$ cat src/spc_mul.sv
// Sequential signed shift-add multiplier, one multiplier bit per cycle.
`timescale 1ns / 1ps
module spc_mul #(
  parameter int WIDTH = 73,
  localparam int CW = $clog2(WIDTH + 1)
) (
  input  logic                      clk,
  input  logic                      rst_n,
  input  logic                      start,
  input  logic signed [WIDTH-1:0]   op_a,
  input  logic signed [WIDTH-1:0]   op_b,
  output logic                      done,
  output logic signed [2*WIDTH-1:0] prod
);

  logic [2*WIDTH-1:0] acc_r, mc_r;
  logic [WIDTH-1:0]   mp_r;
  logic [CW-1:0]      cnt_r;
  logic               busy_r, neg_r, done_r;
  logic [WIDTH-1:0]   ua, ub;

  assign ua   = op_a[WIDTH-1] ? -op_a : op_a;
  assign ub   = op_b[WIDTH-1] ? -op_b : op_b;
  assign done = done_r;

  always_ff @(posedge clk) begin
    if (!rst_n) begin
      busy_r <= 1'b0;
      done_r <= 1'b0;
    end else begin
      done_r <= 1'b0;
      if (start && !busy_r) begin
        busy_r <= 1'b1;
      end else if (busy_r && cnt_r == '0) begin
        busy_r <= 1'b0;
        done_r <= 1'b1;
      end
    end
  end

  always_ff @(posedge clk) begin
    if (start && !busy_r) begin
      acc_r <= '0;
      mc_r  <= {{WIDTH{1'b0}}, ua};
      mp_r  <= ub;
      neg_r <= op_a[WIDTH-1] ^ op_b[WIDTH-1];
      cnt_r <= CW'(WIDTH);
    end else if (busy_r) begin
      if (cnt_r != '0) begin
        if (mp_r[0]) begin
          acc_r <= acc_r + mc_r;
        end
        mc_r  <= mc_r << 1;
        mp_r  <= mp_r >> 1;
        cnt_r <= cnt_r - CW'(1);
      end else begin
        prod <= neg_r ? -acc_r : acc_r;
      end
    end
  end

  a_done_after_busy: assert property (@(posedge clk) disable iff (!rst_n)
    done_r |-> $past(busy_r))
    else $error("multiplier done without a job");

endmodule

$ cat config.mk
export PLATFORM = sky130hd
export DESIGN_NAME = spc_mul
export DESIGN_NICKNAME = d
export VERILOG_FILES = /design/src/spc_mul.sv
export SDC_FILE = /design/constraint.sdc
export NUM_CORES = 1
export LEC_CHECK = 0
export BUFFER_PORTS_ARGS = -buffer_cell sky130_fd_sc_hd__buf_2
export CAP_MARGIN = 25
export CELL_PAD_IN_SITES_DETAIL_PLACEMENT = 1
export CELL_PAD_IN_SITES_GLOBAL_PLACEMENT = 1
export CORE_MARGIN = 10
export CORE_UTILIZATION = 50
export DETAILED_ROUTE_END_ITERATION = 7
export MAX_ROUTING_LAYER = met4
export PLACE_DENSITY_LB_ADDON = 0.2
export SYNTH_ARGS = -nofsm -noshare
export SYNTH_HDL_FRONTEND = slang
export SYNTH_SLANG_ARGS = --single-unit
$ cat constraint.sdc
create_clock -name clk -period 23.6 [get_ports clk]
set_clock_uncertainty 0.05 [all_clocks]
set_input_delay 3.54 -clock clk [delete_from_list [all_inputs] [get_ports clk]]
set_output_delay 3.54 -clock clk [all_outputs]
set_load 0.01 [all_outputs]
==> Word level (Yosys, flattened, before mapping) <==
Index checks and enable logic that the tools add are counted.
{ "totals": {"register_bits": 521, "latch_bits": 0, "mem_bits_rw": 0, "mem_bits_ro": 0, "input_bits": 149, "out_inout_bits": 147, "wordCells": 43, "mem_count": 0} }
{ "classes": {"add_sub_neg": 5, "multipliers": 0, "div_mod_pow": 0, "order_cmp": 0, "eq_ne": 0, "shift": 0, "muxes": 12, "n_bitwise": 4, "reduce_logical": 13} }
{ "op_table": {"columns": ["op", "n"], "rows": [
  ["73-bit 2-to-1 mux", 8],
  ["146-bit adder", 1],
  ["146-bit 2-to-1 mux", 1],
  ["146-bit negator", 1],
  ["73-bit negator", 2],
  ["7-bit zero test", 1],
  ["7-bit nonzero test", 1],
  ["7-bit by 1-bit subtractor with 7-bit output, second input constant", 1],
  ["3-bit AND reduction", 2],
  ["2-bit nonzero test", 3],
  ["2-bit AND reduction", 2],
  ["1-bit 2-to-1 mux", 3],
  ["1-bit NOT", 3],
  ["1-bit logical AND", 2],
  ["2-bit OR reduction", 1],
  ["1-bit zero test", 1],
  ["1-bit XOR", 1]
]} }

==> Longest topological paths before layout <==
Gate-level depths: netlist (run 1).
{ "logic_depth": {"depth_word": 4, "depth_mapped": 14, "ltp_nobuf": 14} }

==> Least setup slack after synthesis (run 1) <==
OpenSTA, ideal clock, no wires.
{ "synth_path": {"path_kind": "input to register", "startpoint": "in start", "endpoint": "reg mc_r[0] (enable)", "setup_ns": 1.231, "arrival_time_ns": 6.700, "required_ns": 22.319, "path_slack_ns": 15.619, "cell_stages": 4, "path_buffers": 2, "path_cell_list": "nand2_1 > clkbuf_1 > clkbuf_1 > nand2_1"} }
{ "synth_between": {"elab_chain_len": 3, "elab_cells_between_ends": 4, "cone_classes": "reduce/logical: 4"} }
{ "synth_rtl": {"columns": ["item", "line_no", "source"], "rows": [
  ["start, declared", "9", "input logic start,"],
  ["1-bit logical AND (*)", "42", "if (start && !busy_r) begin"],
  ["2-bit nonzero test (no line)", null, null],
  ["2-bit AND reduction (no line) (*)", null, null],
  ["end signal, assigned", "44", "mc_r <= {{WIDTH{1'b0}}, ua};"],
  ["end signal, assigned", "53", "mc_r <= mc_r << 1;"],
  ["end, declared", "16", "logic [2*WIDTH-1:0] acc_r, mc_r;"]
]} }
Mark *: on every way between the ends. The rest lies on a longest branch, timed or not.
A chain may end at the register's enable or synchronous reset.

==> Final worst setup path (run 1) <==
{ "layout_path": {"startpoint": "in op_b[14]", "endpoint": "reg mp_r[60] (data pin)"} }
{ "layout_between": {"elab_chain_len": 3} }
{ "layout_rtl": {"columns": ["item", "line_no", "source"], "rows": [
  ["start, declared", "11", "input logic signed [WIDTH-1:0] op_b,"],
  ["73-bit negator", "23", "assign ub = op_b[WIDTH-1] ? -op_b : op_b;"],
  ["73-bit 2-to-1 mux", "23", null],
  ["73-bit 2-to-1 mux", "42", null],
  ["end signal, assigned", "45", "mp_r <= ub;"],
  ["end signal, assigned", "54", "mp_r <= mp_r >> 1;"],
  ["end, declared", "17", "logic [WIDTH-1:0] mp_r;"]
]} }
No other way between the ends.

==> results.md, run 1 <==
Routing:
- The per-cell via count in the routed design is 6.222.
- Dividing the detail-routed wire length by the instance count gives ~23 um.
- For this block, the initial DRC count from the detailed router was approximately 2600.
- In the routed design, unresolved DRC markers number 0.
- Summing over every cut layer, the via total after detailed routing is 32210.
- The number of iterations in the first detailed-routing pass is 7.
- The remaining antenna violation count is 0.
- The total wire length is around 120 mm.

Die:
- The number of core rows is between 90 and 100.
- The width of the die is 281.5 um.
- The core area is roughly 68000 um2.
- The initial core utilization is between 50% and 60%.
- The floorplan step set the die height to about 280 um.
- The number of ports placed on the die boundary is just under 300.
- The floorplan step defined a die boundary enclosing between 70000 and 80000 um2.

Power and ir drop:
- The design internal power is about 1.8 mW.
- Of the total power, the share spent switching nets is about a third.
- The clock network accounts for around a third of the total power.
- The power density normalized to cell area is between 70 and 80 nW/um2.
- The net switching power of the design is 929.2 uW.
- Sequential cells account for between 40 and 50% of the total power.
- For this design the static power due to leakage is 14.79 nW.
- The combinational fraction of design power is about a quarter.
- The maximum resistive drop on vdd is approximately 0.056 mV.

Logic synthesis:
- The most used flip-flop cell after synthesis is sky130_fd_sc_hd__edfxtp_1.
- Summed over all instances, the cell type with the most area after synthesis is sky130_fd_sc_hd__edfxtp_1.
- The number of warnings issued by yosys is 0.
- In the post-synthesis netlist, the biggest area contributors are sky130_fd_sc_hd__edfxtp_1 (26%), sky130_fd_sc_hd__dfxtp_1 (13%), sky130_fd_sc_hd__nand2_1 (8.0%).
- The number of nets in the synthesized netlist is approximately 4400.
- The mean cell area of the mapped netlist is 8.380 um2.
- The cell count after synthesis came out at around 4000.
- The post-synthesis async set-or-reset flop share is 0%.
- Yosys mapped the design onto a little under 80 distinct sky130hd cell types.
- The flop and latch count out of synthesis is ~520.
- The cell area that synthesis handed to floorplanning was approximately 34000 um2.
- In this run, synthesis inferred just under 300 flip-flops with an integrated enable.
- The proportion of synthesized chip area in sequential cells is 39.07%.
- Summed over its instances, the top area cell type makes up about 26% of the synthesized netlist area.

Clock tree:
- The number of levels the H-tree was split into is 2.
- The clock latency at the later pin of the worst-skew pair is 0.64 ns.
- The worst-case clock buffer depth is 3.
- The hold buffer count at cts is 0.
- The clock sink total is ~520.
- TritonCTS built the clock tree.
- The number of post-CTS setup repair buffers is 0.
- The number of buffers inserted during clock tree synthesis is 57.
- Clock-pin slew was measured on the worst setup and hold paths at 0.06 ns.
- The master cell of the clock root buffer is sky130_fd_sc_hd__clkbuf_16.
- The number of gates resized after CTS was 0.

Timing:
- The max-slew headroom at the worst pin is between 20% and 30%.
- The final-report hold violation count was 0.
- Setup violations remaining at the end of the flow were counted as 0.
- Dividing the final minimum period by the clock period gives 30.79%.
- Setup repair after global routing left no endpoint under its margin.
- At the pin with the least slew margin, the transition time is approximately 1.2 ns.
- The maximum achievable frequency is about 140 MHz.
- The final count of pins violating max slew is 0.
- In the final timing run, aggregate negative setup slack is 0 ns.
- Final hold analysis gives a worst-case slack of about 0.4 ns.
- After layout, the minimum clock period comes to ~7.3 ns.

Critical path:
- STA classifies the critical path startpoint as a primary input.
- The source of the critical timing path is op_b[14].
- The beginning of the worst register-to-register path is acc_r[12].
- The nature of the critical path endpoint is a flop.
- The required time of the worst setup path is ~24 ns.
- The arrival time of the worst setup path is between 7 and 8 ns.
- Along the worst path, the maximum fanout reaches 8.
- The setup path with the least slack is of type primary input to flop.

Global route:
- The number of antenna violations at the first check in global routing is 6.
- The via count of the first global-routing pass came to 32710.
- Entering global routing, the biggest net connects about 180 pins.
- The wire length of the first global-routing pass is ~190 mm.
- The aggregate global-route resource usage is 30.21%.
- The global route total overflow is 0.

Placed design:
- The total instance count after detailed placement is 5062.
- In this run the tool buffered the top-level ports with approximately 300 buffer cells.
- The detailed-placement wirelength estimate is about 90 mm.
- The final RePlAce weighted congestion is between 0.9 and 1.

Finish:
- After the last flow step, the layout net total stands at roughly 4600.
- The number of cells in the finished layout apart from fillers is around 5200.
- The multi-input combinational cells in the finished layout cover a total of approximately 20000 um2.
- The sequential cells in the finished layout cover a total of between 10000 and 15000 um2.
- The layout has 8188 filler cells.
- Of the cells placed in the final design, the portion with a size suffix greater than 1 is about 11%.
- Relative to the synthesized area, the layout overhead comes to 11.51%.

Min path:
- The type of the worst min-delay path is flop to flop.
- The worst hold path begins at mc_r[136].

Outcome:
- The run finished with clean final reports.

Flow run:
- Across the run, the number of max-cap violations was 0.
==> critical path, cell delays in order <==
cell	delay, ns
sky130_fd_sc_hd__buf_2	0.12
sky130_fd_sc_hd__or4_1	0.60
sky130_fd_sc_hd__nor4_1	0.41
sky130_fd_sc_hd__or4b_1	0.61
sky130_fd_sc_hd__or3_1	0.48
sky130_fd_sc_hd__or3_1	0.45
sky130_fd_sc_hd__nor2_1	0.20
sky130_fd_sc_hd__nand3_1	0.17
sky130_fd_sc_hd__or2_1	0.41
sky130_fd_sc_hd__o31ai_1	0.30
sky130_fd_sc_hd__xor2_1	0.18
sky130_fd_sc_hd__o21ai_0	0.08
==> per-stage QoR <==
stage	setup WS, ns	power (mW)	area, um2	utilization (%)
2_1_floorplan	15.62	1.617	34200	-
3_3_place_gp	15.84	1.829	36240	53.67
3_5_place_dp	15.75	1.850	36240	53.67
4_1_cts	16.39	2.763	38110	56.45
5_1_grt	16.06	2.891	38130	56.48
6_report	16.33	2.762	38140	56.49
==> final timing paths <==
check / end / slack, ns / cells after the start
min reg2reg: mc_r[137] / 0.40 / 2
min: mc_r[137] / 0.40 / 2
max reg2reg: prod[143] / 17.70 / 12
max: mp_r[60] / 16.33 / 12
==> cells in the final DEF, fill, tap and decap left out, types with 7 or more instances in the layout <==
cell type | netlist | final
sky130_fd_sc_hd__nor3_1 | 73 | 73
sky130_fd_sc_hd__ha_1 | 150 | 150
sky130_fd_sc_hd__o41ai_1 | 52 | 52
sky130_fd_sc_hd__a211oi_1 | 20 | 20
sky130_fd_sc_hd__clkbuf_8 | 0 | 7
sky130_fd_sc_hd__nand4_1 | 89 | 89
sky130_fd_sc_hd__and4_1 | 11 | 11
sky130_fd_sc_hd__xor2_1 | 187 | 187
sky130_fd_sc_hd__nor2_1 | 210 | 208
sky130_fd_sc_hd__a21boi_0 | 14 | 14
sky130_fd_sc_hd__inv_1 | 68 | 68
sky130_fd_sc_hd__nor4_1 | 39 | 39
sky130_fd_sc_hd__o21ai_0 | 450 | 450
sky130_fd_sc_hd__o21a_1 | 29 | 29
sky130_fd_sc_hd__buf_4 | 0 | 30
sky130_fd_sc_hd__a21o_1 | 61 | 61
sky130_fd_sc_hd__a31oi_1 | 26 | 26
sky130_fd_sc_hd__or4_1 | 47 | 47
sky130_fd_sc_hd__and3_1 | 15 | 14
sky130_fd_sc_hd__mux2i_1 | 9 | 9
sky130_fd_sc_hd__a21oi_1 | 322 | 322
sky130_fd_sc_hd__or3_1 | 49 | 49
sky130_fd_sc_hd__o31a_1 | 7 | 7
sky130_fd_sc_hd__clkinv_2 | 0 | 15
sky130_fd_sc_hd__clkbuf_16 | 0 | 59
sky130_fd_sc_hd__dfxtp_1 | 228 | 228
sky130_fd_sc_hd__o211ai_1 | 14 | 14
sky130_fd_sc_hd__edfxtp_1 | 293 | 293
sky130_fd_sc_hd__nand2_1 | 733 | 729
sky130_fd_sc_hd__o31ai_1 | 79 | 79
sky130_fd_sc_hd__nor2b_1 | 16 | 16
sky130_fd_sc_hd__o21bai_1 | 55 | 55
sky130_fd_sc_hd__nand3_1 | 135 | 135
sky130_fd_sc_hd__buf_2 | 1 | 296
sky130_fd_sc_hd__xnor2_1 | 224 | 224
sky130_fd_sc_hd__nand2b_1 | 23 | 23
sky130_fd_sc_hd__or2_2 | 35 | 35
sky130_fd_sc_hd__and2_1 | 12 | 11
sky130_fd_sc_hd__clkbuf_1 | 206 | 13
==> Yosys cell counts, types with 7 or more instances <==
cell type and number:
sky130_fd_sc_hd__o31ai_1 79, sky130_fd_sc_hd__nand2_1 733, sky130_fd_sc_hd__or4_1 47, sky130_fd_sc_hd__o21a_1 29
sky130_fd_sc_hd__and3_1 15, sky130_fd_sc_hd__o211ai_1 14, sky130_fd_sc_hd__o21bai_1 55, sky130_fd_sc_hd__nor2_1 210
sky130_fd_sc_hd__nor2b_1 16, sky130_fd_sc_hd__clkbuf_1 206, sky130_fd_sc_hd__a211oi_1 20, sky130_fd_sc_hd__o31a_1 7
sky130_fd_sc_hd__mux2i_1 9, sky130_fd_sc_hd__ha_1 150, sky130_fd_sc_hd__or2_2 35, sky130_fd_sc_hd__buf_1 11
sky130_fd_sc_hd__o41ai_1 52, sky130_fd_sc_hd__nand3_1 135, sky130_fd_sc_hd__a21oi_1 322, sky130_fd_sc_hd__nand2b_1 23
sky130_fd_sc_hd__or3_1 49, sky130_fd_sc_hd__edfxtp_1 293, sky130_fd_sc_hd__dfxtp_1 228, sky130_fd_sc_hd__nor3_1 73
sky130_fd_sc_hd__a21o_1 61, sky130_fd_sc_hd__o21ai_0 450, sky130_fd_sc_hd__a21boi_0 14, sky130_fd_sc_hd__xor2_1 187
sky130_fd_sc_hd__a31oi_1 26, sky130_fd_sc_hd__nor4_1 39, sky130_fd_sc_hd__and4_1 11, sky130_fd_sc_hd__and2_1 12
sky130_fd_sc_hd__nand4_1 89, sky130_fd_sc_hd__xnor2_1 224, sky130_fd_sc_hd__inv_1 68
==> power by group through the flow <==
stage                     Clock (mW)  Combinational [mW]  Sequential [mW]
final                          0.911               0.729             1.12
after floorplan                    0               0.502             1.11
after global placement             0               0.694             1.13
after detailed placement           0               0.711             1.14
after CTS                      0.922               0.721             1.12
after global routing           0.961               0.802             1.13
==> flip-flops by register name, summed over array words and instances (netlist names) <==
register	count
prod	146
acc_r	146
done	1
cnt_r	7
busy_r	1
mc_r	146
mp_r	73
neg_r	1
==> cell type report <==
type | instances | share of cell area, %
flip-flops and latches | 521 | 35.04
diodes | 6 | 0.03937
clock buffers | 80 | 4.265
well taps | 873 | 2.864
clock inverters | 27 | 0.6529
inverters | 69 | 0.6824
repair buffers | 328 | 4.541
multi-input cells | 3273 | 51.92
==> routing by layer <==
| metal | up-vias | routed length (um) | GRT usage, % |
|---|---|---|---|
| li1 | 15160 | - | - |
| met1 | 15900 | 51250 | 38.21 |
| met2 | 956 | 57630 | 49.94 |
| met3 | 201 | 6297 | 3.398 |
| met4 | 0 | 4158 | 10.11 |
| met5 | - | 0 | - |
==> cells by family (layout without fill, tap and decap cells) <==
family / Yosys count / in the layout / share of synthesized area [%]
xor+xnor: 411 / 411 / 10.53
fa+ha+maj: 151 / 151 / 5.546
simple gates: 1524 / 1524 / 20.89
flops: 521 / 521 / 39.07
mux: 9 / 9 / 0.2634
compound gates: 1178 / 1178 / 20.55
buf+inv: 287 / 504 / 3.154
other cells: 0 / 6 / 0
No activity file was read; power rests on OpenSTA's default activity.
==> inputs of run 2 (changes only) <==
--- a/config.mk
+++ b/config.mk
@@ -5,12 +5,13 @@
 export SDC_FILE = /design/constraint.sdc
 export NUM_CORES = 1
 export LEC_CHECK = 0
+export ABC_AREA = 1
 export BUFFER_PORTS_ARGS = -buffer_cell sky130_fd_sc_hd__buf_2
 export CAP_MARGIN = 25
 export CELL_PAD_IN_SITES_DETAIL_PLACEMENT = 1
 export CELL_PAD_IN_SITES_GLOBAL_PLACEMENT = 1
 export CORE_MARGIN = 10
-export CORE_UTILIZATION = 50
+export CORE_UTILIZATION = 44
 export DETAILED_ROUTE_END_ITERATION = 7
 export MAX_ROUTING_LAYER = met4
 export PLACE_DENSITY_LB_ADDON = 0.2
==> constraint.sdc (replaced) <==
create_clock -name clk -period 7 [get_ports clk]
set_clock_uncertainty 0.05 [all_clocks]
set_input_delay 1.05 -clock clk [delete_from_list [all_inputs] [get_ports clk]]
set_output_delay 1.05 -clock clk [all_outputs]
set_load 0.01 [all_outputs]
==> results.md, run 2 <==
Placed design:
- The detailed-placement wirelength estimate is 172.4 mm (+91%).
- The setup slack at placement is 3.106 ns (-12.65 ns).
- The final RePlAce weighted congestion is 1.077 (+9.2%).
- The total of buffers placed on input and output ports is 295 (unchanged).

Critical path:
- The setup path with the least slack is of type flop to flop.
- The master of the slowest instance on the critical path is sky130_fd_sc_hd__inv_2.
- The arrival time of the worst setup path is 4.12 ns (-3.43 ns).
- The largest delay contributor family on the critical path is buffers and inverters.
- The required time of the worst setup path is 7.54 ns (-16.34 ns).
- The highest net fanout along the worst path was 106 (+98).
- STA classifies the critical path startpoint as a flop.
- The signal on the critical path passes through inv_1 -> ha_1 -> nand4_1 -> nand2_2 -> inv_2 -> nand2_8 -> inv_2 -> buf_4 -> nand3_1 -> nand2_1 -> inv_1.
- The nature of the critical path endpoint is a flop.
- The critical path's largest stage delay is 0.92 ns (+0.31 ns).
- The buffering stage count on the worst path with inverters included is 5 (+4).

Global route:
- The number of antenna violations at the first check in global routing was 4 (-2).
- The wire length of the first global-routing pass is 299.2 mm (+60%).
- The global route total overflow is 0 (unchanged).
- The pin count of the biggest net entering global routing was 133 (-25%).
- The aggregate global-route resource usage is 36.42% (+6.2 points).
- The via count of the first global-routing pass is 47360 (+45%).

Clock tree:
- The number of levels the H-tree was split into is 2 (unchanged).
- The clock latency at the later pin of the worst-skew pair came to 0.69 ns (+0.05 ns).
- The worst-case clock buffer depth is 3 (unchanged).
- The post-cts repair resize count is 0 (unchanged).
- The hold buffer count at cts is 0 (unchanged).
- The clock sink total is 521 (unchanged).
- TritonCTS built the clock tree.
- The number of post-CTS setup repair buffers was 0 (unchanged).
- The CTS clock-pin slew for the worst setup and hold paths was 0.06 ns (about the same).
- The cell sitting at the root of the clock tree is a sky130_fd_sc_hd__clkbuf_16.
- The number of buffers inserted during clock tree synthesis is 61 (+7.0%).

Logic synthesis:
- The post-synthesis async set-or-reset flop share is 0% (unchanged).
- The number of library cell types mapped by synthesis was 60 (-22%).
- The dominant register cell in the synthesized netlist is sky130_fd_sc_hd__edfxtp_1.
- The proportion of synthesized chip area in sequential cells is 30.68% (-8.4 points).
- The instance count of the mapped netlist is 6884 (+69%).
- Yosys instantiated no cell more often than sky130_fd_sc_hd__nand2_1.
- The mean cell area of the mapped netlist was 6.327 um2 (-25%).
- The number of warnings issued by yosys is 0 (unchanged).
- The fraction of post-synthesis cell area in the top cell type by area is 20.20% (-5.5 points).
- The library cell with the largest summed area after synthesis is sky130_fd_sc_hd__edfxtp_1.
- The number of enable flip-flop cells after synthesis was 293 (unchanged).
- By area the synthesized netlist is led by sky130_fd_sc_hd__edfxtp_1 (20%), sky130_fd_sc_hd__nand2_1 (17%), sky130_fd_sc_hd__inv_1 (11%).
- The post-synthesis net count was 7184 (+64%).
- The netlist area before placement is 43550 um2 (+27%).
- In the synthesized netlist, the cells that appear most often are sky130_fd_sc_hd__nand2_1 (1922), sky130_fd_sc_hd__inv_1 (1317), sky130_fd_sc_hd__nor2_1 (798).
- The flop and latch count out of synthesis is 521 (unchanged).

Timing:
- The accumulated negative setup slack was 0 ns (unchanged).
- The final count of pins violating max slew is 0 (unchanged).
- The final setup violation count was 0 (unchanged).
- The maximum achievable frequency is 279.4 MHz.
- The clock period minus final worst setup slack is about 3.6 ns.
- The setup slack after layout is 3.421 ns (-12.91 ns).
- Dividing the final minimum period by the clock period gives between 50% and 60%.
- The max-slew headroom at the worst pin is 24.14% (+2.1 points).
- The final-report hold violation count is 0 (unchanged).
- The worst-margin pin slew is 1.129 ns (-0.02772 ns).
- Setup repair after global routing left no endpoint under its margin.

Finish:
- The library cell used most frequently in the layout, excluding fill and tap cells, is sky130_fd_sc_hd__nand2_1.
- Leaving out fill and tap cells, the most frequent cells in the layout are sky130_fd_sc_hd__nand2_1 (1920), sky130_fd_sc_hd__inv_1 (1317), sky130_fd_sc_hd__nor2_1 (797).
- The share of cells above drive strength 1 is 9.119% (-2.2 points).
- The post-layout utilization of the core is 49.20% (-7.3 points).
- In the final layout, the registers with the most flip-flops are acc_r x146, mc_r x146, prod x146.
- From synthesis to final layout, the design area changed by 11.01%.
- The number of nets in the layout is 7432 (+63%).

Routing:
- The number of remaining DRC errors is 0 (unchanged).
- The number of iterations in the first detailed-routing pass is 6 (-1).
- The total wire length came to 205.3 mm (+72%).
- The average wire length per cell after detail routing is 24.23 um (+5.1%).
- The via count is 47530 (+48%).
- The per-cell via count in the routed design was 5.611 (-9.8%).
- The remaining antenna violation count was 0 (unchanged).
- The starting DRC count in detailed routing is 4827 (+83%).

Power and ir drop:
- The part of the total power dissipated in the clock network is 29.4% (-3.6 points).
- The switching portion of total power is 42.55% (+8.9 points).
- The part of the power in registers is 35.3% (-5.3 points).
- The static leakage is 22.60 nW (+53%).
- The design internal power is 6.535 mW (+260%).
- The maximum resistive drop on vdd is 0.2141 mV (+280%).
- The power density normalized to cell area came to 235.3 nW/um2 (+220%).
- The net switching power of the design is 4.840 mW (+420%).
- The total power draw came to 11.38 mW (+310%).
- The combinational fraction of design power is 35.3% (+8.9 points).

Die:
- The die extent in y is 334.6 um (+19%).
- The width of the die is 334.6 um (+19%).
- The core area was 98280 um2 (+46%).
- The initial core utilization is 44.32% (-6.3 points).
- The overall die area is 112000 um2 (+41%).
- The number of core rows came to 115 (+21%).
- The number of ports placed on the die boundary is 296 (unchanged).

Outcome:
- The run finished with clean final reports.

Flow run:
- The number of max-capacitance violations reported was 0 (unchanged).

Min path:
- In this run the worst hold path is classified as flop to flop.
run 2: cell count changes after synthesis, sizes merged, moves of 111 or more:
| cell | delta |
|---|---|
| clkbuf | -111 |
| inv | +1279 |
| nand2 | +1233 |
| nand3 | +182 |
| nor2 | +660 |
| xnor2 | -199 |
| xor2 | +112 |
run 2: per-stage QoR:
stage,hold slack [ns],area [um2],instances
2_1_floorplan,0.3988,43560,6884
3_3_place_gp,0.4211,46300,8354
3_5_place_dp,0.4330,46310,8356
4_1_cts,0.4413,48350,8470
5_1_grt,0.4702,48350,8470
6_report,0.4387,48350,8471
run 2: path summary, 6_finish.rpt:
kind / startpoint / endpoint / slack (ns) / depth (start not counted)
min reg2reg: cnt_r[6] / cnt_r[6] / 0.44 / 2
max reg2reg: cnt_r[0] / acc_r[115] / 3.42 / 11
min: cnt_r[6] / cnt_r[6] / 0.44 / 2
max: cnt_r[0] / acc_r[115] / 3.42 / 11
run 2: kinds of logic after synthesis:
kind of cell / after synthesis / synth area share (%)
compound gates: 894 / 11.08
flops: 521 / 30.68
simple gates: 3511 / 34.48
xor+xnor: 324 / 6.515
fa+ha+maj: 151 / 4.355
buf+inv: 1483 / 12.89
run 2: area by class of cell:
class                   instances  area (um2)
diodes                          1       2.502
inverters                    1350        5082
clock buffers                  80        1714
clock inverters                34       322.8
repair buffers                318        1644
flip-flops and latches        521       13360
multi-input cells            4880       24610
well taps                    1287        1610
fillers                     13470       49930
run 2: worst min-delay path, cell delays in order (launching register included):
cell	delay, ns
sky130_fd_sc_hd__dfxtp_1	0.32
sky130_fd_sc_hd__inv_1	0.05
sky130_fd_sc_hd__o21ai_0	0.07
run 2: layer usage:
metal / up-vias / global-route usage [%] / part of all wire, %
li1: 22200 / - / -
met1: 22920 / 50.40 / 45
met2: 2059 / 53.08 / 42
met3: 359 / 6.338 / 9.3
met4: 0 / 12.55 / 3.9
met5: - / - / 0
run 2: power groups by stage:
| stage | registers [mW] | clock network (mW) | logic, mW |
|---|---|---|---|
| finish | 4.01 | 3.34 | 4.02 |
| CTS | 3.97 | 3.35 | 3.88 |
| detailed placement | 4.03 | 0 | 3.85 |
| floorplan | 3.80 | 0 | 2.48 |
| global placement | 4.02 | 0 | 3.75 |
| global route | 4.01 | 3.47 | 4.33 |
